File: src/rtl/ubwt_pkg.sv
`timescale 1ns / 1ps

package ubwt_pkg;

    localparam int TABLE_ENTRIES_DEF = 32;

    localparam int KEY_W      = 13;
    localparam int COST_W     = 30;
    localparam int BW_W       = 32;
    localparam int MPS_W      = 10;
    localparam int BYTES_W    = 16;
    localparam int SLOT_W_MAX = 8;
    localparam int SLOT_OUT_W = 5;

    // Packet count width: the rounded-up dividend needs one bit more than the byte count.
    localparam int DIV_W  = BYTES_W + 1;
    localparam int STEP_W = $clog2(DIV_W);
    localparam int FACT_W = MPS_W + 1;
    localparam int ACC_W  = 27;

    localparam logic [1:0] CMD_REGISTER   = 2'd0;
    localparam logic [1:0] CMD_UNREGISTER = 2'd1;
    localparam logic [1:0] CMD_LOOKUP     = 2'd2;

    localparam logic [1:0] SPEED_LOW  = 2'd0;
    localparam logic [1:0] SPEED_FULL = 2'd1;

    localparam logic [1:0] KIND_ISOCHRONOUS = 2'd1;

    localparam logic [3:0] OVERHEAD_STD  = 4'd13;
    localparam logic [3:0] OVERHEAD_ISO  = 4'd9;
    localparam int         LOW_SPEED_SHIFT = 3;

    localparam logic [2:0] ST_OK       = 3'd0;
    localparam logic [2:0] ST_EXISTS   = 3'd1;
    localparam logic [2:0] ST_NOSPACE  = 3'd2;
    localparam logic [2:0] ST_FULL     = 3'd3;
    localparam logic [2:0] ST_NOTFOUND = 3'd4;
    localparam logic [2:0] ST_ZEROPKT  = 3'd5;

    typedef struct packed {
        logic [1:0]         command;
        logic [6:0]         device_address;
        logic [3:0]         endpoint_number;
        logic [1:0]         transfer_direction;
        logic [1:0]         bus_speed;
        logic [1:0]         transfer_kind;
        logic [MPS_W-1:0]   packet_size_max;
        logic [BYTES_W-1:0] transfer_bytes;
    } cmd_word_t;

    typedef struct packed {
        logic [2:0]            status;
        logic [COST_W-1:0]     bandwidth_cost;
        logic [SLOT_OUT_W-1:0] slot_index;
        logic [BW_W-1:0]       free_bandwidth;
    } rsp_word_t;

    typedef struct packed {
        logic                  set;
        logic                  clear;
        logic [SLOT_W_MAX-1:0] slot;
        logic [KEY_W-1:0]      key;
        logic [COST_W-1:0]     cost;
    } ubwt_tbl_wr_t;

    typedef struct packed {
        logic                  done;
        logic                  hit;
        logic [SLOT_W_MAX-1:0] hit_slot;
        logic [COST_W-1:0]     hit_cost;
        logic                  vacant;
        logic [SLOT_W_MAX-1:0] vacant_slot;
    } ubwt_scan_res_t;

endpackage

File: src/rtl/ubwt_cost.sv
`timescale 1ns / 1ps

module ubwt_cost
(
    input  logic                          clk,
    input  logic                          rst_n,
    input  logic                          start,
    input  logic [1:0]                    bus_speed,
    input  logic [1:0]                    transfer_kind,
    input  logic [ubwt_pkg::MPS_W-1:0]    packet_size_max,
    input  logic [ubwt_pkg::BYTES_W-1:0]  transfer_bytes,
    output logic [ubwt_pkg::COST_W-1:0]   cost,
    output logic                          done
);
    import ubwt_pkg::*;

    typedef enum logic [1:0] {
        C_IDLE,
        C_DIV,
        C_MUL,
        C_SCALE
    } state_t;

    state_t             state_reg;
    logic [STEP_W-1:0]  step_reg;
    logic [DIV_W-1:0]   dq_reg;
    logic [MPS_W-1:0]   rem_reg;
    logic [MPS_W-1:0]   mps_reg;
    logic [FACT_W-1:0]  factor_reg;
    logic [1:0]         speed_reg;
    logic [ACC_W-1:0]   acc_reg;
    logic [COST_W-1:0]  cost_reg;
    logic               done_reg;

    logic [3:0]         overhead;
    logic [MPS_W:0]     trial;
    logic [MPS_W:0]     diff;
    logic               fits;
    logic [ACC_W-1:0]   addend;
    logic               last_step;

    assign overhead  = (bus_speed == SPEED_FULL && transfer_kind == KIND_ISOCHRONOUS)
                       ? OVERHEAD_ISO : OVERHEAD_STD;
    assign trial     = {rem_reg, dq_reg[DIV_W-1]};
    assign diff      = trial - {1'b0, mps_reg};
    assign fits      = (trial >= {1'b0, mps_reg});
    assign addend    = dq_reg[DIV_W-1] ? ACC_W'(factor_reg) : '0;
    assign last_step = (step_reg == STEP_W'(DIV_W - 1));

    always_ff @(posedge clk or negedge rst_n)
    begin
        if (!rst_n)
        begin
            state_reg  <= C_IDLE;
            step_reg   <= '0;
            dq_reg     <= '0;
            rem_reg    <= '0;
            mps_reg    <= '0;
            factor_reg <= '0;
            speed_reg  <= '0;
            acc_reg    <= '0;
            cost_reg   <= '0;
            done_reg   <= 1'b0;
        end
        else
        begin
            unique case (state_reg)
                C_IDLE:
                begin
                    if (start)
                    begin
                        dq_reg     <= DIV_W'(transfer_bytes) + DIV_W'(packet_size_max)
                                      - DIV_W'(1);
                        rem_reg    <= '0;
                        mps_reg    <= packet_size_max;
                        factor_reg <= FACT_W'(overhead) + FACT_W'(packet_size_max);
                        speed_reg  <= bus_speed;
                        step_reg   <= '0;
                        done_reg   <= 1'b0;
                        state_reg  <= C_DIV;
                    end
                end
                C_DIV:
                begin
                    rem_reg  <= fits ? diff[MPS_W-1:0] : trial[MPS_W-1:0];
                    dq_reg   <= {dq_reg[DIV_W-2:0], fits};
                    if (last_step)
                    begin
                        step_reg  <= '0;
                        acc_reg   <= '0;
                        state_reg <= C_MUL;
                    end
                    else
                    begin
                        step_reg <= step_reg + STEP_W'(1);
                    end
                end
                C_MUL:
                begin
                    acc_reg  <= {acc_reg[ACC_W-2:0], 1'b0} + addend;
                    dq_reg   <= {dq_reg[DIV_W-2:0], 1'b0};
                    if (last_step)
                    begin
                        step_reg  <= '0;
                        state_reg <= C_SCALE;
                    end
                    else
                    begin
                        step_reg <= step_reg + STEP_W'(1);
                    end
                end
                C_SCALE:
                begin
                    if (speed_reg == SPEED_LOW)
                    begin
                        cost_reg <= {acc_reg, LOW_SPEED_SHIFT'(0)};
                    end
                    else if (speed_reg == SPEED_FULL)
                    begin
                        cost_reg <= COST_W'(acc_reg);
                    end
                    else
                    begin
                        cost_reg <= '0;
                    end
                    done_reg  <= 1'b1;
                    state_reg <= C_IDLE;
                end
                default:
                begin
                    state_reg <= C_IDLE;
                end
            endcase
        end
    end

    assign cost = cost_reg;
    assign done = done_reg;

endmodule

File: src/rtl/ubwt_scan.sv
`timescale 1ns / 1ps

module ubwt_scan
#(
    parameter int ENTRIES = 32
)
(
    input  logic                           clk,
    input  logic                           rst_n,
    input  logic                           start,
    input  logic [ubwt_pkg::KEY_W-1:0]     key,
    input  ubwt_pkg::ubwt_tbl_wr_t         wr,
    output ubwt_pkg::ubwt_scan_res_t       res
);
    import ubwt_pkg::*;

    localparam int IDX_W = (ENTRIES > 1) ? $clog2(ENTRIES) : 1;
    localparam int CNT_W = $clog2(ENTRIES + 1);

    logic [KEY_W-1:0]  key_mem  [ENTRIES];
    logic [COST_W-1:0] cost_mem [ENTRIES];

    logic [ENTRIES-1:0] valid_reg;
    logic [CNT_W-1:0]   rd_cnt_reg;
    logic               scanning_reg;
    logic               cmp_vld_reg;
    logic [IDX_W-1:0]   cmp_idx_reg;
    logic [KEY_W-1:0]   key_rd_reg;
    logic [COST_W-1:0]  cost_rd_reg;
    ubwt_scan_res_t     res_reg;

    logic [IDX_W-1:0]   rd_addr;
    logic [IDX_W-1:0]   wr_addr;
    logic               entry_valid;

    assign rd_addr     = rd_cnt_reg[IDX_W-1:0];
    assign wr_addr     = wr.slot[IDX_W-1:0];
    assign entry_valid = valid_reg[cmp_idx_reg];

    always_ff @(posedge clk)
    begin
        key_rd_reg  <= key_mem[rd_addr];
        cost_rd_reg <= cost_mem[rd_addr];
        if (wr.set)
        begin
            key_mem[wr_addr]  <= wr.key;
            cost_mem[wr_addr] <= wr.cost;
        end
    end

    always_ff @(posedge clk or negedge rst_n)
    begin
        if (!rst_n)
        begin
            valid_reg    <= '0;
            rd_cnt_reg   <= '0;
            scanning_reg <= 1'b0;
            cmp_vld_reg  <= 1'b0;
            cmp_idx_reg  <= '0;
            res_reg      <= '0;
        end
        else
        begin
            if (wr.set)
            begin
                valid_reg[wr_addr] <= 1'b1;
            end
            else if (wr.clear)
            begin
                valid_reg[wr_addr] <= 1'b0;
            end

            if (start)
            begin
                rd_cnt_reg   <= '0;
                scanning_reg <= 1'b1;
                cmp_vld_reg  <= 1'b0;
                res_reg      <= '0;
            end
            else if (scanning_reg)
            begin
                if (rd_cnt_reg < CNT_W'(ENTRIES))
                begin
                    cmp_vld_reg <= 1'b1;
                    cmp_idx_reg <= rd_addr;
                    rd_cnt_reg  <= rd_cnt_reg + CNT_W'(1);
                end
                else
                begin
                    cmp_vld_reg <= 1'b0;
                end

                if (cmp_vld_reg)
                begin
                    if (entry_valid && key_rd_reg == key && !res_reg.hit)
                    begin
                        res_reg.hit      <= 1'b1;
                        res_reg.hit_slot <= SLOT_W_MAX'(cmp_idx_reg);
                        res_reg.hit_cost <= cost_rd_reg;
                    end
                    if (!entry_valid && !res_reg.vacant)
                    begin
                        res_reg.vacant      <= 1'b1;
                        res_reg.vacant_slot <= SLOT_W_MAX'(cmp_idx_reg);
                    end
                    if (cmp_idx_reg == IDX_W'(ENTRIES - 1))
                    begin
                        scanning_reg <= 1'b0;
                        res_reg.done <= 1'b1;
                    end
                end
            end
        end
    end

    assign res = res_reg;

endmodule

File: src/rtl/usb_endpoint_bandwidth_table_top.sv
`timescale 1ns / 1ps
// A register command with a non-zero packet size returns its word once the bit-serial divide
// and multiply of 17 steps each and the slot scan have finished.
// Every other command returns its word once the slot scan that reads one table entry per
// cycle has finished; one word is in work at a time, so a new word is taken in the cycle
// after the previous result is registered.
// Reset empties the table through its valid bits and clears the reserved and total bandwidth.

module usb_endpoint_bandwidth_table_top
#(
    parameter int TABLE_ENTRIES = ubwt_pkg::TABLE_ENTRIES_DEF
)
(
    input  logic                         clk,
    input  logic                         rst_n,
    input  logic                         cfg_we,
    input  logic [ubwt_pkg::BW_W-1:0]    cfg_wdata,
    input  logic                         cmd_valid,
    output logic                         cmd_stall,
    input  ubwt_pkg::cmd_word_t          cmd_word,
    output logic                         rsp_valid,
    input  logic                         rsp_stall,
    output ubwt_pkg::rsp_word_t          rsp_word
);
    import ubwt_pkg::*;

    typedef enum logic [1:0] {
        S_IDLE,
        S_WORK,
        S_DECIDE,
        S_FINISH
    } state_t;

    state_t                state_reg;
    cmd_word_t             item_reg;
    logic                  need_cost_reg;
    logic [BW_W-1:0]       total_reg;
    logic [BW_W-1:0]       reserved_reg;
    logic [BW_W-1:0]       free_reg;
    logic [2:0]            status_reg;
    logic [COST_W-1:0]     cost_reg;
    logic [SLOT_W_MAX-1:0] slot_reg;
    logic                  rsp_valid_reg;
    rsp_word_t             rsp_reg;

    logic [2:0]            status_next;
    logic [COST_W-1:0]     cost_next;
    logic [SLOT_W_MAX-1:0] slot_next;
    logic [BW_W-1:0]       reserved_next;

    logic                  accept;
    logic                  start_cost;
    logic [KEY_W-1:0]      item_key;
    logic [BW_W-1:0]       free_comb;
    logic [COST_W-1:0]     unit_cost;
    logic                  cost_done;
    ubwt_tbl_wr_t          tbl_wr;
    ubwt_scan_res_t        scan_res;

    assign accept     = cmd_valid && !cmd_stall;
    assign cmd_stall  = (state_reg != S_IDLE);
    assign start_cost = accept && cmd_word.command == CMD_REGISTER
                        && cmd_word.packet_size_max != '0;
    assign item_key   = {item_reg.device_address, item_reg.endpoint_number,
                         item_reg.transfer_direction};
    assign free_comb  = (total_reg > reserved_reg) ? total_reg - reserved_reg : '0;

    ubwt_cost u_cost
    (
        .clk             (clk),
        .rst_n           (rst_n),
        .start           (start_cost),
        .bus_speed       (cmd_word.bus_speed),
        .transfer_kind   (cmd_word.transfer_kind),
        .packet_size_max (cmd_word.packet_size_max),
        .transfer_bytes  (cmd_word.transfer_bytes),
        .cost            (unit_cost),
        .done            (cost_done)
    );

    ubwt_scan #(
        .ENTRIES (TABLE_ENTRIES)
    ) u_scan
    (
        .clk   (clk),
        .rst_n (rst_n),
        .start (accept),
        .key   (item_key),
        .wr    (tbl_wr),
        .res   (scan_res)
    );

    always_comb
    begin
        status_next   = ST_NOTFOUND;
        cost_next     = '0;
        slot_next     = '0;
        reserved_next = reserved_reg;
        tbl_wr        = '0;
        tbl_wr.key    = item_key;
        tbl_wr.cost   = unit_cost;
        if (item_reg.command == CMD_REGISTER)
        begin
            priority if (item_reg.packet_size_max == '0)
            begin
                status_next = ST_ZEROPKT;
            end
            else if (scan_res.hit)
            begin
                status_next = ST_EXISTS;
                cost_next   = unit_cost;
            end
            else if (BW_W'(unit_cost) > free_reg)
            begin
                status_next = ST_NOSPACE;
                cost_next   = unit_cost;
            end
            else if (!scan_res.vacant)
            begin
                status_next = ST_FULL;
                cost_next   = unit_cost;
            end
            else
            begin
                status_next   = ST_OK;
                cost_next     = unit_cost;
                slot_next     = scan_res.vacant_slot;
                reserved_next = reserved_reg + BW_W'(unit_cost);
                tbl_wr.set    = (state_reg == S_DECIDE);
                tbl_wr.slot   = scan_res.vacant_slot;
            end
        end
        else if ((item_reg.command == CMD_UNREGISTER || item_reg.command == CMD_LOOKUP)
                 && scan_res.hit)
        begin
            status_next = ST_OK;
            cost_next   = scan_res.hit_cost;
            slot_next   = scan_res.hit_slot;
            if (item_reg.command == CMD_UNREGISTER)
            begin
                reserved_next = (reserved_reg > BW_W'(scan_res.hit_cost))
                                ? reserved_reg - BW_W'(scan_res.hit_cost) : '0;
                tbl_wr.clear  = (state_reg == S_DECIDE);
                tbl_wr.slot   = scan_res.hit_slot;
            end
        end
    end

    always_ff @(posedge clk or negedge rst_n)
    begin
        if (!rst_n)
        begin
            state_reg     <= S_IDLE;
            item_reg      <= '0;
            need_cost_reg <= 1'b0;
            total_reg     <= '0;
            reserved_reg  <= '0;
            free_reg      <= '0;
            status_reg    <= ST_OK;
            cost_reg      <= '0;
            slot_reg      <= '0;
            rsp_valid_reg <= 1'b0;
            rsp_reg       <= '0;
        end
        else
        begin
            free_reg <= free_comb;
            if (cfg_we)
            begin
                total_reg <= cfg_wdata;
            end
            if (rsp_valid_reg && !rsp_stall && state_reg != S_FINISH)
            begin
                rsp_valid_reg <= 1'b0;
            end

            unique case (state_reg)
                S_IDLE:
                begin
                    if (accept)
                    begin
                        item_reg      <= cmd_word;
                        need_cost_reg <= start_cost;
                        state_reg     <= S_WORK;
                    end
                end
                S_WORK:
                begin
                    if (scan_res.done && (!need_cost_reg || cost_done))
                    begin
                        state_reg <= S_DECIDE;
                    end
                end
                S_DECIDE:
                begin
                    status_reg   <= status_next;
                    cost_reg     <= cost_next;
                    slot_reg     <= slot_next;
                    reserved_reg <= reserved_next;
                    state_reg    <= S_FINISH;
                end
                S_FINISH:
                begin
                    if (!rsp_valid_reg || !rsp_stall)
                    begin
                        rsp_valid_reg          <= 1'b1;
                        rsp_reg.status         <= status_reg;
                        rsp_reg.bandwidth_cost <= cost_reg;
                        rsp_reg.slot_index     <= slot_reg[SLOT_OUT_W-1:0];
                        rsp_reg.free_bandwidth <= free_comb;
                        state_reg              <= S_IDLE;
                    end
                end
                default:
                begin
                    state_reg <= S_IDLE;
                end
            endcase
        end
    end

    assign rsp_valid = rsp_valid_reg;
    assign rsp_word  = rsp_reg;

    a_reserved_moves_in_decide: assert property (@(posedge clk) disable iff (!rst_n)
        !$stable(reserved_reg) |-> $past(state_reg == S_DECIDE))
        else $error("reserved bandwidth changed outside the decision step");

    a_decide_after_units: assert property (@(posedge clk) disable iff (!rst_n)
        state_reg == S_DECIDE |-> scan_res.done && (!need_cost_reg || cost_done))
        else $error("decision taken before the scan or the cost unit finished");

    a_result_from_finish: assert property (@(posedge clk) disable iff (!rst_n)
        $rose(rsp_valid) |-> $past(state_reg == S_FINISH))
        else $error("result word raised outside the finish step");

    a_slot_zero_on_error: assert property (@(posedge clk) disable iff (!rst_n)
        rsp_valid && rsp_word.status != ST_OK |-> rsp_word.slot_index == '0)
        else $error("slot index not zero on a failed command");

endmodule

File: config.mk
export PLATFORM = sky130hd
export DESIGN_NAME = usb_endpoint_bandwidth_table_top
export DESIGN_NICKNAME = d
export VERILOG_FILES = /design/src/rtl/ubwt_pkg.sv /design/src/rtl/ubwt_cost.sv /design/src/rtl/ubwt_scan.sv /design/src/rtl/usb_endpoint_bandwidth_table_top.sv
export SDC_FILE = /design/constraint.sdc
export NUM_CORES = 2
export LEC_CHECK = 0
export BUFFER_PORTS_ARGS = -buffer_cell sky130_fd_sc_hd__clkbuf_2
export CORE_ASPECT_RATIO = 0.75
export CORE_MARGIN = 3
export CORE_UTILIZATION = 50
export CTS_BUF_LIST = sky130_fd_sc_hd__clkbuf_16
export CTS_CLUSTER_SIZE = 10
export DETAILED_ROUTE_END_ITERATION = 6
export PLACE_DENSITY_LB_ADDON = 0.08
export SLEW_MARGIN = 20
export SYNTH_ARGS = -nofsm -noshare
export SYNTH_HDL_FRONTEND = slang
export SYNTH_HIERARCHICAL = 1
export SYNTH_SLANG_ARGS = --single-unit
export TNS_END_PERCENT = 50
File: constraint.sdc
create_clock -name clk -period 6.4 [get_ports clk]
set_input_delay 0 -clock clk [delete_from_list [all_inputs] [get_ports clk]]
set_output_delay 0 -clock clk [all_outputs]
set_load 0.005 [all_outputs]
==> impl_metrics.sql <==
INSERT INTO impl_metrics (metric_group, metric, value, unit) VALUES
('layout', 'multi_input_logic_area', '25500', 'um2'),
('floorplan', 'pin_count', '154', ''),
('setup_path', 'path_delay_family', 'simple AND/OR/NAND/NOR gates', ''),
('setup_path', 'timing.critical_path.required', '6900', 'ps'),
('timing', 'fin_tns_setup', '0', 'ps'),
('setup_path', 'worst_path_max_delay_cell', 'sky130_fd_sc_hd__nor2_4', ''),
('synthesis', 'syn-num-nets', '5605', ''),
('synthesis', 'yosysWarnings', '6', ''),
('layout', 'post_layout_nonfiller_instances', '7968', ''),
('power', 'power.leakage', '32.80', 'nW'),
('layout', 'area.growth.synth_to_final', '14.33', '%'),
('timing', 'slew_violations', '0', ''),
('clock_tree', 'clockBufferDepth', '3', ''),
('setup_path', 'worstSetupPathType', 'reg -> reg', ''),
('setup_path', 'worstSetupEndpointType', 'register', ''),
('clock_tree', 'clock_tree.htree_level_count', '4', ''),
('synthesis', 'avgSynthCellArea', '15.07', 'um2'),
('clock_tree', 'cts.sinks', '1855', ''),
('detailed_routing', 'post_drt_via_cell_ratio', '6.138', ''),
('setup_path', 'worstPathBufferInverterCount', '2', ''),
('layout', 'fin_util', '0.5794', ''),
('synthesis', 'post_synth_instance_area', '80380', 'um2'),
('placed_design', 'gp_congestion', '0.8882', ''),
('worst_hold_path', 'path_class_of_the_lowest_slack_min_delay_path', 'in -> reg', ''),
('power', 'switchingPower', '0.01520', 'W'),
('power', 'power_switching_share', '0.3655', ''),
('detailed_routing', 'route.vias.total', '48910', ''),
('global_routing', 'grt_start_max_net_pins', '128', ''),
('run_status', 'run_status', 'completed', ''),
('power', 'logic_pwr_share', '0.364', ''),
('layout', 'fillers', '12519', ''),
('floorplan', 'core_outline_area', '158600', 'um2'),
('floorplan', 'die_area', '165700', 'um2'),
('global_routing', 'antenna_found_initial', '11', ''),
('setup_path', 'cp_cell_sequence', 'ha_1 > nand4_1 > or4_1 > or3_1 > o21a_2 > nor4_4 > nand2_1 > inv_1 > nand3b_1 > nor2_4 > buf_12', ''),
('synthesis', 'synthCells', '5334', ''),
('floorplan', 'die_w', '469.0', 'um'),
('placed_design', 'post-place-cells', '7465', ''),
('clock_tree', 'post_cts_buffers', '0', ''),
('detailed_routing', 'drt-initial-drc-count', '5275', ''),
('detailed_routing', 'antenna_violating_nets_post_route', '0', ''),
('timing', 'timing.max_slew.rel_slack', '0.1903', ''),
('setup_path', 'timing.critical_path.slowest_cell_delay', '850', 'ps'),
('timing', 'rsz0062_at_grt', 'false', ''),
('power', 'power_per_cell_area', '452.5', 'nW/um2'),
('global_routing', 'grt_pass1_wl', '328.9', 'mm'),
('timing', 'clock.fmax', '178.6', 'MHz'),
('timing', 'endpoints_failing_hold', '0', ''),
('setup_path', 'cp_arrival', '6090', 'ps'),
('detailed_routing', 'drt_pre_antenna_iters', '6', ''),
('floorplan', 'initial_utilization', '0.5068', ''),
('detailed_routing', 'remaining_drc_errors', '0', ''),
('layout', 'largest-register', 'u_scan/cost_mem', ''),
('power', 'seqPwrFrac', '0.383', ''),
('clock_tree', 'clock_tree.root_cell', 'sky130_fd_sc_hd__clkbuf_16', ''),
('timing', 'final_period_minus_worst_setup_slack', '5598', 'ps'),
('global_routing', 'first_global_vias', '47786', ''),
('placed_design', 'dp_hpwl', '137.2', 'mm'),
('power', 'peakVddDrop', '0.3377', 'mV'),
('timing', 'finClkSkew', '35.93', 'ps'),
('layout', 'largest_register_ff_count', '960', ''),
('detailed_routing', 'total_routed_length', '222.9', 'mm'),
('clock_tree', 'cts_made_buffers', '206', ''),
('clock_tree', 'clk_pin_slew', '60', 'ps'),
('floorplan', 'rows', '126', ''),
('global_routing', 'grt_remaining_overflow', '0', ''),
('layout', 'final-seq-area', '53110', 'um2'),
('layout', 'finish.net_count', '5986', ''),
('timing', 'setup_viol_count_final', '0', ''),
('clock_tree', 'cts_tree', 'yes', ''),
('floorplan', 'die_h', '353.2', 'um'),
('layout', 'post_route_cells_drive_above_1_share', '0.1747', ''),
('job', 'drv_cap', '0', ''),
('placed_design', 'port_buffers', '153', ''),
('global_routing', 'global_route_usage_over_all_layers', '0.2694', ''),
('power', 'power_report.internal_total', '0.02639', 'W'),
('timing', 'worst_pin_slew', '1204', 'ps'),
('detailed_routing', 'detailed_route_wire_length_per_cell', '27.97', 'um'),
('clock_tree', 'clkLatencyLatePin', '830', 'ps'),
('setup_path', 'timing.critical_path.from_type', 'register', ''),
('setup_path', 'critPathMaxFanout', '28', ''),
('timing', 'min_period_over_period', '0.8747', ''),
('power', 'clock_power_share', '0.253', '');
[per-layer routing]
| layer | track usage | wire length (um) | up-vias |
|---|---|---|---|
| li1 | - | - | 21426 |
| met1 | 0.4398 | 107100 | 25375 |
| met2 | 0.3766 | 94250 | 1844 |
| met3 | 0.04590 | 17580 | 263 |
| met4 | 0.05749 | 3957 | 2 |
| met5 | 0 | 13 | - |
[stage by stage]
step                instance area, um2  total power, W  hold WS, ps  setup WS, ps
finish                           91900         0.04159        64.06         801.7
global route                     91890         0.04369        75.21         595.2
global placement                 84360         0.03088       -17.79         995.4
CTS                              91850         0.04173        2.049         886.9
detailed placement               84360         0.03098       -19.36         886.6
floorplan                        80380         0.02568       -295.6         491.2
[path summary, 6_finish.rpt]
kind / start / end / slack, ps / depth (start not counted)
max: u_cost/cost[3]$_DFFE_PN0P_ / u_scan/cost_mem[10][8]$_DFFE_PP_ / 800 / 11
min: cmd_word[43] / item_reg[43]$_DFFE_PN0P_ / 60 / 4
max reg2reg: u_cost/cost[3]$_DFFE_PN0P_ / u_scan/cost_mem[10][8]$_DFFE_PP_ / 800 / 11
max in group asynchronous: rst_n / u_scan/rd_cnt_reg[2]$_DFFE_PN0P_ / 5180 / 4
min reg2reg: u_scan/cost_rd_reg[27]$_DFF_P_ / u_scan/res[36]$_DFFE_PN0P_ / 450 / 2
min in group asynchronous: rst_n / total_reg[0]$_DFFE_PN0P_ / 370 / 4
[layout make-up]
cell class | count | area share
sequential | 1855 | 0.5779
multi-input combinational | 2967 | 0.2775
clock buffer | 207 | 0.05637
timing repair buffer | 460 | 0.04188
tap | 2112 | 0.02876
inverter | 225 | 0.009190
clock inverter | 141 | 0.008346
antenna | 1 | 0.00002723
[cell usage in the layout, fill, tap and decap left out, types with 71 or more instances in the layout]
cell type / n
sky130_fd_sc_hd__a21oi_1: 206
sky130_fd_sc_hd__buf_4: 125
sky130_fd_sc_hd__clkbuf_16: 207
sky130_fd_sc_hd__clkbuf_2: 152
sky130_fd_sc_hd__dfrtp_1: 431
sky130_fd_sc_hd__dlygate4sd3_1: 151
sky130_fd_sc_hd__edfxtp_1: 1376
sky130_fd_sc_hd__ha_1: 182
sky130_fd_sc_hd__inv_1: 338
sky130_fd_sc_hd__mux2_2: 187
sky130_fd_sc_hd__mux2i_1: 310
sky130_fd_sc_hd__mux4_2: 215
sky130_fd_sc_hd__nand2_1: 205
sky130_fd_sc_hd__nand2b_1: 93
sky130_fd_sc_hd__nor2_1: 210
sky130_fd_sc_hd__nor2b_1: 71
sky130_fd_sc_hd__o21ai_0: 209
sky130_fd_sc_hd__o221ai_1: 122
sky130_fd_sc_hd__o22ai_1: 85
sky130_fd_sc_hd__o31ai_1: 87
sky130_fd_sc_hd__xnor2_1: 82
[power by group through the flow]
stage / combinational (W) / clock (W) / sequential, W
after floorplan: 0.00970 / 0 / 0.0160
after global placement: 0.0148 / 0 / 0.0161
after detailed placement: 0.0148 / 0 / 0.0162
after CTS: 0.0150 / 0.0108 / 0.0159
after global routing: 0.0164 / 0.0113 / 0.0160
final: 0.0151 / 0.0105 / 0.0159
[tightest hold or removal path, stage by stage]
cell                            delay (ps)
sky130_fd_sc_hd__dlygate4sd3_1         530
sky130_fd_sc_hd__clkbuf_2              170
sky130_fd_sc_hd__nand2_1                60
sky130_fd_sc_hd__o21ai_0                80
[what timing repair did]
action                    4_1_cts  5_1_grt
hold endpoints to repair      553        0
hold buffers                  152        0
gates resized for setup         0        0
Note: power is estimated with default switching activity, not from simulation.
